==> config.mk <==
export PLATFORM = sky130hd
export DESIGN_NAME = lru_key_value_cache
export DESIGN_NICKNAME = d
export VERILOG_FILES = /design/src/design/lkvc_pkg.sv /design/src/design/lkvc_ram.sv /design/src/design/lkvc_ctrl.sv /design/src/design/lkvc_dp.sv /design/src/design/lru_key_value_cache.sv
export SDC_FILE = /design/constraint.sdc
export NUM_CORES = 1
export LEC_CHECK = 0
export ABC_CLOCK_PERIOD_IN_PS = 4800
export BUFFER_PORTS_ARGS = -buffer_cell sky130_fd_sc_hd__buf_2
export CORE_MARGIN = 2
export CORE_UTILIZATION = 40
export DETAILED_ROUTE_END_ITERATION = 8
export MAX_ROUTING_LAYER = met4
export SETUP_SLACK_MARGIN = 0.05
export SKIP_LAST_GASP = 1
export SYNTH_ARGS = -nofsm -noshare
export SYNTH_HDL_FRONTEND = slang
export SYNTH_HIERARCHICAL = 1
export SYNTH_SLANG_ARGS = --single-unit
==> constraint.sdc <==
create_clock -name clk -period 4.8 [get_ports clk]
set_input_delay 0 -clock clk [delete_from_list [all_inputs] [get_ports clk]]
set_output_delay 0 -clock clk [all_outputs]
set_load 0.01 [all_outputs]
==> src/design/lkvc_pkg.sv <==
// Shared types, constants and controller state codes for the LRU key-value cache.
package lkvc_pkg;

  localparam int ENTRIES_DEF = 16;
  localparam int KEY_W       = 16;
  localparam int VALUE_W     = 31;
  localparam int CAP_W       = 5;

  localparam logic [CAP_W-1:0] CAP_RESET = 5'd16;

  localparam logic OP_GET = 1'b0;
  localparam logic OP_PUT = 1'b1;

  typedef struct packed {
    logic               op;
    logic [KEY_W-1:0]   key;
    logic [VALUE_W-1:0] value;
  } in_item_t;

  typedef struct packed {
    logic               found;
    logic [VALUE_W-1:0] data;
  } out_item_t;

  typedef enum logic [1:0] {
    ST_IDLE,
    ST_LOOKUP,
    ST_UPDATE,
    ST_RESP
  } state_t;

  // Controller to datapath
  typedef struct packed {
    logic latch;
    logic lookup;
    logic update;
    logic load_out;
  } cmd_t;

  // Datapath to controller
  typedef struct packed {
    logic is_put;
    logic out_free;
  } sts_t;

endpackage

==> src/design/lkvc_ram.sv <==
// Generic single-write, single-read RAM with registered read data.
module lkvc_ram #(
  parameter int WIDTH = lkvc_pkg::VALUE_W,
  parameter int DEPTH = lkvc_pkg::ENTRIES_DEF
) (
  input  logic                     clk,
  input  logic                     we,
  input  logic [$clog2(DEPTH)-1:0] waddr,
  input  logic [WIDTH-1:0]         wdata,
  input  logic                     re,
  input  logic [$clog2(DEPTH)-1:0] raddr,
  output logic [WIDTH-1:0]         rdata
);

  logic [WIDTH-1:0] mem_r [DEPTH];
  logic [WIDTH-1:0] rdata_r;

  always_ff @(posedge clk) begin
    if (we) begin
      mem_r[waddr] <= wdata;
    end
    if (re) begin
      rdata_r <= mem_r[raddr];
    end
  end

  assign rdata = rdata_r;

endmodule

==> src/design/lkvc_ctrl.sv <==
// Controller state machine: sequences accept, lookup, update and result load.
module lkvc_ctrl (
  input  logic          clk,
  input  logic          rst_n,
  input  logic          in_valid,
  output logic          in_stall,
  input  lkvc_pkg::sts_t sts,
  output lkvc_pkg::cmd_t cmd
);

  lkvc_pkg::state_t state_r, state_nxt;

  always_ff @(posedge clk) begin
    if (!rst_n) begin
      state_r <= lkvc_pkg::ST_IDLE;
    end else begin
      state_r <= state_nxt;
    end
  end

  always_comb begin
    state_nxt = state_r;
    cmd       = '0;
    in_stall  = 1'b1;
    case (state_r)
      lkvc_pkg::ST_IDLE: begin
        in_stall = 1'b0;
        if (in_valid) begin
          cmd.latch = 1'b1;
          state_nxt = lkvc_pkg::ST_LOOKUP;
        end
      end
      lkvc_pkg::ST_LOOKUP: begin
        cmd.lookup = 1'b1;
        state_nxt  = lkvc_pkg::ST_UPDATE;
      end
      lkvc_pkg::ST_UPDATE: begin
        cmd.update = 1'b1;
        // a put gives no result
        state_nxt  = sts.is_put ? lkvc_pkg::ST_IDLE : lkvc_pkg::ST_RESP;
      end
      lkvc_pkg::ST_RESP: begin
        // hold until the output register can take the result
        if (sts.out_free) begin
          cmd.load_out = 1'b1;
          state_nxt    = lkvc_pkg::ST_IDLE;
        end
      end
      default: begin
        state_nxt = lkvc_pkg::ST_IDLE;
      end
    endcase
  end

endmodule

==> src/design/lkvc_dp.sv <==
// Datapath: key CAM, age and valid registers, value RAM and output register.
module lkvc_dp #(
  parameter int ENTRIES = lkvc_pkg::ENTRIES_DEF
) (
  input  logic                          clk,
  input  logic                          rst_n,
  input  logic                          cfg_we,
  input  logic [lkvc_pkg::CAP_W-1:0]    cfg_wdata,
  input  lkvc_pkg::in_item_t            in_item,
  input  lkvc_pkg::cmd_t                cmd,
  output lkvc_pkg::sts_t                sts,
  output logic                          out_valid,
  input  logic                          out_stall,
  output lkvc_pkg::out_item_t           out_item
);

  localparam int IDX_W = $clog2(ENTRIES);
  localparam int OCC_W = $clog2(ENTRIES + 1);
  localparam int CW    = (OCC_W > lkvc_pkg::CAP_W) ? OCC_W : lkvc_pkg::CAP_W;

  logic [lkvc_pkg::CAP_W-1:0]   cap_r;

  logic                         req_op_r;
  logic [lkvc_pkg::KEY_W-1:0]   req_key_r;
  logic [lkvc_pkg::VALUE_W-1:0] req_value_r;

  logic [ENTRIES-1:0]           valid_r, valid_nxt;
  logic [lkvc_pkg::KEY_W-1:0]   key_r [ENTRIES];
  logic [IDX_W-1:0]             age_r [ENTRIES];
  logic [IDX_W-1:0]             age_nxt [ENTRIES];
  logic [OCC_W-1:0]             occ_r, occ_nxt;

  logic                         hit_r;
  logic [IDX_W-1:0]             hit_idx_r;
  logic [IDX_W-1:0]             hit_age_r;
  logic                         evict_r;
  logic [IDX_W-1:0]             victim_idx_r;
  logic [IDX_W-1:0]             slot_idx_r;

  logic                         out_valid_r;
  lkvc_pkg::out_item_t          out_item_r;

  logic                         match_hit;
  logic [IDX_W-1:0]             match_idx;
  logic [IDX_W-1:0]             match_age;
  logic [ENTRIES-1:0]           victim_vec;
  logic [IDX_W-1:0]             victim_idx;
  logic [IDX_W-1:0]             free_idx;
  logic [OCC_W-1:0]             occ_last;
  logic [CW-1:0]                cap_ext;
  logic [CW-1:0]                eff_cap;
  logic                         evict;

  logic                         put_r;
  logic                         ram_we;
  logic                         ram_re;
  logic [lkvc_pkg::VALUE_W-1:0] ram_rdata;

  assign put_r = (req_op_r == lkvc_pkg::OP_PUT);

  // Capacity register
  always_ff @(posedge clk) begin
    if (!rst_n) begin
      cap_r <= lkvc_pkg::CAP_RESET;
    end else if (cfg_we) begin
      cap_r <= cfg_wdata;
    end
  end

  // Request register
  always_ff @(posedge clk) begin
    if (cmd.latch) begin
      req_op_r    <= in_item.op;
      req_key_r   <= in_item.key;
      req_value_r <= in_item.value;
    end
  end

  // Effective capacity: zero counts as one, clamp to the table size
  always_comb begin
    cap_ext = CW'(cap_r);
    if (cap_ext == '0) begin
      eff_cap = CW'(1);
    end else if (cap_ext > CW'(ENTRIES)) begin
      eff_cap = CW'(ENTRIES);
    end else begin
      eff_cap = cap_ext;
    end
  end

  // Parallel compare, oldest-entry and free-slot search
  always_comb begin
    match_hit  = 1'b0;
    match_idx  = '0;
    match_age  = '0;
    victim_idx = '0;
    free_idx   = '0;
    occ_last   = occ_r - 1'b1;
    evict      = (CW'(occ_r) >= eff_cap) && (occ_r != '0);
    for (int i = 0; i < ENTRIES; i++) begin
      victim_vec[i] = valid_r[i] && (OCC_W'(age_r[i]) == occ_last);
      if (valid_r[i] && (key_r[i] == req_key_r)) begin
        match_hit = 1'b1;
        match_idx = IDX_W'(i);
        match_age = match_age | age_r[i];
      end
      if (victim_vec[i]) begin
        victim_idx = IDX_W'(i);
      end
    end
    // lowest free index, counting the entry about to be evicted
    for (int i = ENTRIES - 1; i >= 0; i--) begin
      if (!valid_r[i] || (evict && victim_vec[i])) begin
        free_idx = IDX_W'(i);
      end
    end
  end

  always_ff @(posedge clk) begin
    if (cmd.lookup) begin
      hit_r        <= match_hit;
      hit_idx_r    <= match_idx;
      hit_age_r    <= match_age;
      evict_r      <= evict;
      victim_idx_r <= victim_idx;
      slot_idx_r   <= free_idx;
    end
  end

  // Recency, valid and occupancy update
  always_comb begin
    valid_nxt = valid_r;
    age_nxt   = age_r;
    occ_nxt   = occ_r;
    if (cmd.update) begin
      if (hit_r) begin
        for (int i = 0; i < ENTRIES; i++) begin
          if (valid_r[i] && (age_r[i] < hit_age_r)) begin
            age_nxt[i] = age_r[i] + 1'b1;
          end
        end
        age_nxt[hit_idx_r] = '0;
      end else if (put_r) begin
        if (evict_r) begin
          valid_nxt[victim_idx_r] = 1'b0;
          age_nxt[victim_idx_r]   = '0;
        end
        for (int i = 0; i < ENTRIES; i++) begin
          if (valid_nxt[i]) begin
            age_nxt[i] = age_r[i] + 1'b1;
          end
        end
        valid_nxt[slot_idx_r] = 1'b1;
        age_nxt[slot_idx_r]   = '0;
        occ_nxt = evict_r ? occ_r : occ_r + 1'b1;
      end
    end
  end

  always_ff @(posedge clk) begin
    if (!rst_n) begin
      valid_r <= '0;
      age_r   <= '{default: '0};
      occ_r   <= '0;
    end else begin
      valid_r <= valid_nxt;
      age_r   <= age_nxt;
      occ_r   <= occ_nxt;
    end
  end

  always_ff @(posedge clk) begin
    if (cmd.update && put_r && !hit_r) begin
      key_r[slot_idx_r] <= req_key_r;
    end
  end

  // Values live in RAM; a get reads, a put writes
  assign ram_we = cmd.update && put_r;
  assign ram_re = cmd.update && !put_r && hit_r;

  lkvc_ram #(
    .WIDTH (lkvc_pkg::VALUE_W),
    .DEPTH (ENTRIES)
  ) u_value_ram (
    .clk   (clk),
    .we    (ram_we),
    .waddr (hit_r ? hit_idx_r : slot_idx_r),
    .wdata (req_value_r),
    .re    (ram_re),
    .raddr (hit_idx_r),
    .rdata (ram_rdata)
  );

  // Output register
  always_ff @(posedge clk) begin
    if (!rst_n) begin
      out_valid_r <= 1'b0;
    end else if (cmd.load_out) begin
      out_valid_r <= 1'b1;
    end else if (!out_stall) begin
      out_valid_r <= 1'b0;
    end
  end

  always_ff @(posedge clk) begin
    if (cmd.load_out) begin
      out_item_r.found <= hit_r;
      out_item_r.data  <= hit_r ? ram_rdata : '0;
    end
  end

  assign out_valid    = out_valid_r;
  assign out_item     = out_item_r;
  assign sts.is_put   = put_r;
  assign sts.out_free = !out_valid_r || !out_stall;

endmodule

==> src/design/lru_key_value_cache.sv <==
// Top level of the fully associative LRU key-value cache.
//
// Input channel (in_valid / in_stall / in_item): each transfer is a get or a
// put. A get produces exactly one transfer on the result channel
// (out_valid / out_stall / out_item): found and the stored value on a hit,
// found clear and zero data on a miss. A put produces nothing.
// Configuration: cfg_we with cfg_wdata writes the capacity register; write
// it only while the block is idle.
// Timing: an item is taken in the idle state, looked up in the next cycle
// (parallel key compare over all entries) and applied in the cycle after
// (recency ages and value RAM). A put ends there; a get then goes on to a
// result step that loads the output register from the registered value
// RAM read. The controller handles one item at a time.
// The output register lets a new item enter while a result waits; if the
// receiver holds out_stall, the following get waits in its last step.
// Reset (rst_n low at a clock edge) clears all valid bits, ages and
// occupancy, empties the output register and sets the capacity to 16.
module lru_key_value_cache #(
  parameter int ENTRIES = lkvc_pkg::ENTRIES_DEF
) (
  input  logic                       clk,
  input  logic                       rst_n,
  input  logic                       cfg_we,
  input  logic [lkvc_pkg::CAP_W-1:0] cfg_wdata,
  input  logic                       in_valid,
  output logic                       in_stall,
  input  lkvc_pkg::in_item_t         in_item,
  output logic                       out_valid,
  input  logic                       out_stall,
  output lkvc_pkg::out_item_t        out_item
);

  lkvc_pkg::cmd_t cmd;
  lkvc_pkg::sts_t sts;

  lkvc_ctrl u_ctrl (
    .clk      (clk),
    .rst_n    (rst_n),
    .in_valid (in_valid),
    .in_stall (in_stall),
    .sts      (sts),
    .cmd      (cmd)
  );

  lkvc_dp #(
    .ENTRIES (ENTRIES)
  ) u_dp (
    .clk       (clk),
    .rst_n     (rst_n),
    .cfg_we    (cfg_we),
    .cfg_wdata (cfg_wdata),
    .in_item   (in_item),
    .cmd       (cmd),
    .sts       (sts),
    .out_valid (out_valid),
    .out_stall (out_stall),
    .out_item  (out_item)
  );

`ifndef SYNTH
  // At most one step of the sequence is commanded per cycle
  a_cmd_onehot: assert property (@(posedge clk) disable iff (!rst_n)
    $onehot0({cmd.latch, cmd.lookup, cmd.update, cmd.load_out}))
    else $error("more than one controller command active");

  // An accepted transfer is looked up in the next cycle, then applied
  a_accept_lookup: assert property (@(posedge clk) disable iff (!rst_n)
    (in_valid && !in_stall) |=> (cmd.lookup ##1 cmd.update))
    else $error("accepted item not looked up and applied in order");

  // A loaded result is presented on the next cycle
  a_load_valid: assert property (@(posedge clk) disable iff (!rst_n)
    cmd.load_out |=> out_valid)
    else $error("result load did not raise out_valid");

  // A put never loads a result
  a_put_silent: assert property (@(posedge clk) disable iff (!rst_n)
    (cmd.update && sts.is_put) |=> !cmd.load_out)
    else $error("put produced a result");
`endif

endmodule

### Yosys cells after proc, flatten, opt, wreduce, memory -nomap -nowiden

Memory sizes are Yosys's and may differ from the RTL's. A register that Yosys moved wholly into a read port is not among the register bits.
Index checks and enable logic that the tools add are counted.

| storage, ports and cells | value |
|---|---|
| output and inout bits | 34 |
| bits in read-only memories | 0 |
| memories | 2 |
| latch bits | 0 |
| memory bits (writable) | 752 |
| word-level logic and storage cells | 494 |
| input port bits | 58 |
| bits in registers | 191 |

Memory list:

| memory | words | bits a word | read ports | clocked after memory_dff | write ports | RTL line | RTL |
|---|---|---|---|---|---|---|---|
| u_dp.u_value_ram.mem_r | 16 | 31 | 1 | 1 | 1 | lkvc_ram.sv:15 | `logic [WIDTH-1:0] mem_r [DEPTH];` |
| u_dp.key_r | 16 | 16 | 16 | 0 | 1 | lkvc_dp.sv:28 | `logic [lkvc_pkg::KEY_W-1:0] key_r [ENTRIES];` |

| cells by class | value |
|---|---|
| equality and inequality tests | 38 |
| add/subtract/negate cells | 18 |
| multiply operators | 0 |
| $lt $le $gt $ge | 28 |
| reductions and logical operators | 129 |
| divide/modulo/power cells | 0 |
| shift operators | 0 |
| multiplexer cells | 209 |
| bitwise gates (word level) | 29 |

Operator list:

| operator | count |
|---|---|
| $mux W4 | 140 |
| $eq A16 B16 Y1 | 16 |
| $and A64 B64 Y64 | 3 |
| $mux W64 | 3 |
| $not A64 Y64 | 3 |
| $eq A4 B5 Y1 | 16 |
| $logic_and A1 B1 Y1 | 74 |
| $add A4 B1 Y4 const B | 16 |
| $lt A4 B4 Y1 | 16 |
| $mux W16 | 4 |
| $mux W3 | 20 |
| $or A4 B4 Y4 | 15 |
| $demux W4 S4 | 3 |
| $mux W2 | 13 |
| $reduce_or A8 Y1 | 3 |
| $mux W1 | 21 |
| $logic_not A1 Y1 | 20 |
| $logic_or A1 B1 Y1 | 17 |
| $and A16 B16 Y16 | 1 |
| $not A16 Y16 | 1 |
| $or A16 B16 Y16 | 1 |
| $ge A5 B5 Y1 const B | 3 |
| $lt A5 B1 Y1 const B | 3 |
| $not A4 Y5 | 3 |
| 24 further kinds | 36 |

### Logic depth before layout (Yosys ltp)

An unclocked memory read counts as a cell.

| logic depth | value |
|---|---|
| depth after elaboration | 34 |
| mapped depth | 16 |
| mapped depth without buffers | 14 |

### By module

Netlist, hierarchy kept.

Modules (own cells, without submodules):

| module | times used | area an instance (um2) | seq. area each (um2) | cells each |
|---|---|---|---|---|
| lkvc_dp | 1 | 22165.0 | 12451.9 | 1844 |
| lkvc_ram | 1 | 19558.8 | 15825.2 | 812 |
| lkvc_ctrl | 1 | 128.9 | 40.0 | 15 |

### Worst setup path after synthesis

No wires, ideal clock.

| path | value |
|---|---|
| path type | reg2reg |
| from | register u_dp.hit_r |
| to | memory u_dp/u_value_ram/mem_r[0][0] in the netlist's numbering, enable pin |
| stages on the path, launching flop included | 7 |
| library setup time | 458 ps |
| path slack | 179 ps |
| period minus slack after synthesis | 4621 ps |
| arrival time | 4163 ps |
| buffers on the path | 3 |
| required time | 4342 ps |
| path through | edfxtp_1 > clkbuf_1 > clkbuf_1 > buf_1 > mux2_2 > or3b_1 > nor3_1 |

| on the way | value |
|---|---|
| cells in the longest elaborated chain, start to end | 1 |

Ends and longest elaborated chain:

| item | RTL line | RTL |
|---|---|---|
| start, declared | lkvc_dp.sv:33 | `logic hit_r;` |
| start signal, assigned | lkvc_dp.sv:121 | `hit_r <= match_hit;` |
| $mux W4 | lkvc_dp.sv:188 | `.waddr (hit_r ? hit_idx_r : slot_idx_r),` |
| end, declared | lkvc_ram.sv:15 |  |

Every way passes these cells.

### Worst setup path in the final report

| path | value |
|---|---|
| from | register u_dp.occ_r[0] |
| to | register u_dp.slot_idx_r[2], data pin |

| on the way | value |
|---|---|
| cells in the longest elaborated chain, start to end | 17 |
| elaborated cells on any way between the ends | 81 |
| classes of those cells | add/sub (1); order compare (1); eq/ne (16); mux (12); reduce/logical (51) |

Ends and longest elaborated chain:

| item | RTL line | RTL |
|---|---|---|
| start, declared | lkvc_dp.sv:31 | `logic [OCC_W-1:0] occ_r, occ_nxt;` |
| start signal, assigned | lkvc_dp.sv:168 | `occ_r <= occ_nxt;` |
| $sub A5 B1 Y5 * | lkvc_dp.sv:98 | `occ_last = occ_r - 1'b1;` |
| named net u_dp.occ_last[0] | lkvc_dp.sv:49 | `logic [OCC_W-1:0] occ_last;` |
| $eq A4 B5 Y1 | lkvc_dp.sv:101 | `victim_vec[i] = valid_r[i] && (OCC_W'(age_r[i]) == occ_last);` |
| $logic_and A1 B1 Y1 | lkvc_dp.sv:101 |  |
| $logic_and A1 B1 Y1 | lkvc_dp.sv:113 | `if (!valid_r[i] \|\| (evict && victim_vec[i])) begin` |
| $logic_or A1 B1 Y1 | lkvc_dp.sv:113 |  |
| $mux W4 (8 in series) | lkvc_dp.sv:113 |  |
| $mux W3 (4 in series) | lkvc_dp.sv:113 |  |
| end signal, assigned | lkvc_dp.sv:126 | `slot_idx_r <= free_idx;` |
| end, declared | lkvc_dp.sv:38 | `logic [IDX_W-1:0] slot_idx_r;` |

The timed path passes the listed nets; every way through them passes the cells marked *.
A chain may end at the register's enable or synchronous reset.

==> impl_metrics.ini <==
[synth]
synth_area_leader_cell = edfxtp_1
synth-async-reset-ratio_pct = 0
synth.cell_area_mm2 = 0.0419
synth_cells = 2671
synth.avg_cell_area_um2 = 15.7
synth.top_cell.area_share_pct = 63.2
synth_area_leaders = edfxtp_1 63%, mux4_2 6.7%, dfxtp_1 4.4%
synth_edf_count = 881
yosysWarningCount = 6
synth_flop_cell = edfxtp_1
synth_cell_types = 68
yosys_register_bits = 974
yosysSeqAreaShare_pct = 67.7
synth.net_count = 2801

[route]
vias = 24600
ant_nets = 0
wl_mm = 108
firstDrtPassIters = 5
drc = 0
routed_via_density = 5.63
routedWlPerCell_um = 24.6
drt_iter0_markers = 2399

[cts]
clk_pin_slew_ns = 0.06
cts_buffers = 101
cts_setup_buffers = 0
cts_hold_buf = 87
cts-root-buf = clkbuf_16
cts_tree = done
cts-resized-gates = 0
clock_path_buffers = 3
clkSinkCount = 974
h-tree-depth = 3
clk_latency_ns = 0.70

[cells_and_area]
syn2layout_area_growth_pct = 15.8
drive_above_1_share_pct = 16.6
nets = 3037
fillers = 8933
layout_common_cells = 881 x edfxtp_1, 184 x xor2_1, 153 x xnor2_1
fin_util_pct = 46.7
finalNonFillerCells = 4366
layout_commonest_cell = edfxtp_1

[setup_path]
worst_setup_path_start_kind = register
crit_fanout = 20
path_class = register to register
critical_path.startpoint = u_dp/occ_r[0]
r2r_start = u_dp/occ_r[0]
cp.required_ns = 5.22
cp-end-kind = register
crit_arrival_ns = 4.12

[die]
ios = 92
die_area_mm2 = 0.107
core_area_mm2 = 0.104
die_h_um = 327
chipWidth_um = 327
start_util_pct = 40.4
rows = 118

[place]
gp_congestion = 0.951
dpl.cell_count = 4097
io_buffer_count = 91
dp_hpwl_mm = 67.1

[power]
pwr-share-seq_pct = 52.1
internal_power_uw = 14300
clock_power_share_pct = 43.4
swShare_pct = 21.5
ir_drop_v = 0.000346
powerDensity_mw_per_mm2 = 376
p_leak_uw = 0.0161
p_switching_uw = 3910
pwr-share-comb_pct = 4.5

[global_route]
track_usage_pct = 20.7
overflow = 0
grt_start_max_net_pins = 125
grt_pass1_wl_mm = 161
antenna_found_initial = 1
first_global_vias = 24700

[timing]
fmaxAchievable_ghz = 0.270
period_share_pct = 77.1
tns_ns = 0
clock_skew_ns = 0.0431
final-hold-violation-count = 0
drv_slew = 0
period_needed_ns = 3.70
setup_violations = 0
tightestPinTransition_ns = 1.32
rsz0062_at_grt = no
slew_headroom_pct = 11.5
hold_slack_ns = 0.0429

[job]
max_cap_viol_count = 0

[min_path]
hp-class = input port to register
min-delay-start = in_item[18]

[run_status]
status = finished, final reports clean
## per-layer routing
layer  global-route usage [%]  routed length, µm  vias up
met2                     32.3              51200      903
met1                     27.8              46300    12700
li1                         -                  -    10800
met4                     6.55               2980        0
met3                     3.15               7090      207
met5                        -                  0        -
## power by group through the flow
stage | Combinational, µW | Clock, µW | Sequential, µW
floorplan | 507 | 0 | 9600
CTS | 826 | 8080 | 9480
global route | 888 | 8420 | 9490
detailed placement | 766 | 0 | 9660
finish | 819 | 7900 | 9480
global placement | 756 | 0 | 9650
## cell type report
type | count | area (µm²) | area share [%]
Tap cell | 1380 | 1730 | 3.56
Sequential cell | 974 | 28300 | 58.4
Antenna cell | 1 | 2.50 | 0.00516
Timing Repair Buffer | 265 | 2020 | 4.16
Clock buffer | 126 | 2690 | 5.54
Inverter | 35 | 131 | 0.271
Multi-Input combinational cell | 1530 | 12900 | 26.7
Clock inverter | 55 | 646 | 1.33
## cell usage after synthesis, types with 16 or more instances
cell type	n
o221ai_1	16
nand3_1	30
edfxtp_1	881
a21oi_1	45
o21a_1	35
and2_1	59
xnor2_1	153
buf_2	45
dfxtp_1	93
nor2b_1	53
nand2_1	142
a22oi_1	81
xor2_1	184
nor3_1	39
a22o_1	16
inv_1	35
a221oi_1	21
nor2_1	75
nor4_1	36
clkbuf_1	67
nand4_1	48
nand2b_1	24
mux4_2	124
ha_1	72
o21ai_0	86
## cell families (layout without fill, tap and decap cells)
kind of cell | after synthesis | count (layout) | synth area share (%)
other | 0 | 1 | 0
and+or+nand+nor | 559 | 559 | 7.17
DFF | 974 | 974 | 67.7
buffers and inverters | 167 | 481 | 1.85
xor gates and xnor gates | 339 | 339 | 7.18
AOI/OAI and AO/OA | 426 | 426 | 7.06
adders and majority gates | 72 | 72 | 2.15
muxes | 134 | 134 | 6.92
## critical path, cell delays in order, from the launching register on
cell and delay, ns:
dfxtp_1 0.32, buf_4 0.32, inv_1 0.18, ha_1 0.31, nor3b_1 0.17, xor2_1 0.98, nor3_1 0.28, nand2_1 0.14
nand2_1 0.09, nor4_1 0.41, nand3b_1 0.17, a31oi_1 0.08
## final timing paths
path / depth (start not counted) / to / slack (ns)
min reg2reg: 1 / u_dp/out_item[5] / 0.53
max reg2reg: 11 / u_dp/slot_idx_r[2] / 1.10
min: 2 / u_dp/req_value_r[18] / 0.04
max: 11 / u_dp/slot_idx_r[2] / 1.10
## stage by stage
stage	total power [µW]	setup WS, ns	area [µm²]
5_1_grt	18800	0.754	48500
2_1_floorplan	10100	0.179	41900
6_report	18200	1.10	48500
4_1_cts	18400	1.12	48400
3_5_place_dp	10400	1.16	44200
3_3_place_gp	10400	1.23	44200
## registers in the layout, summed over array words and instances (netlist names), 16 cells and up
name	count
u_dp/u_value_ram/mem_r	496
u_dp/key_r	256
u_dp/age_r	64
u_dp/out_item	32
u_dp/req_value_r	31
u_dp/u_value_ram/rdata	31
u_dp/req_key_r	16
u_dp/valid_r	16
Note: power is estimated with default switching activity, not from simulation.
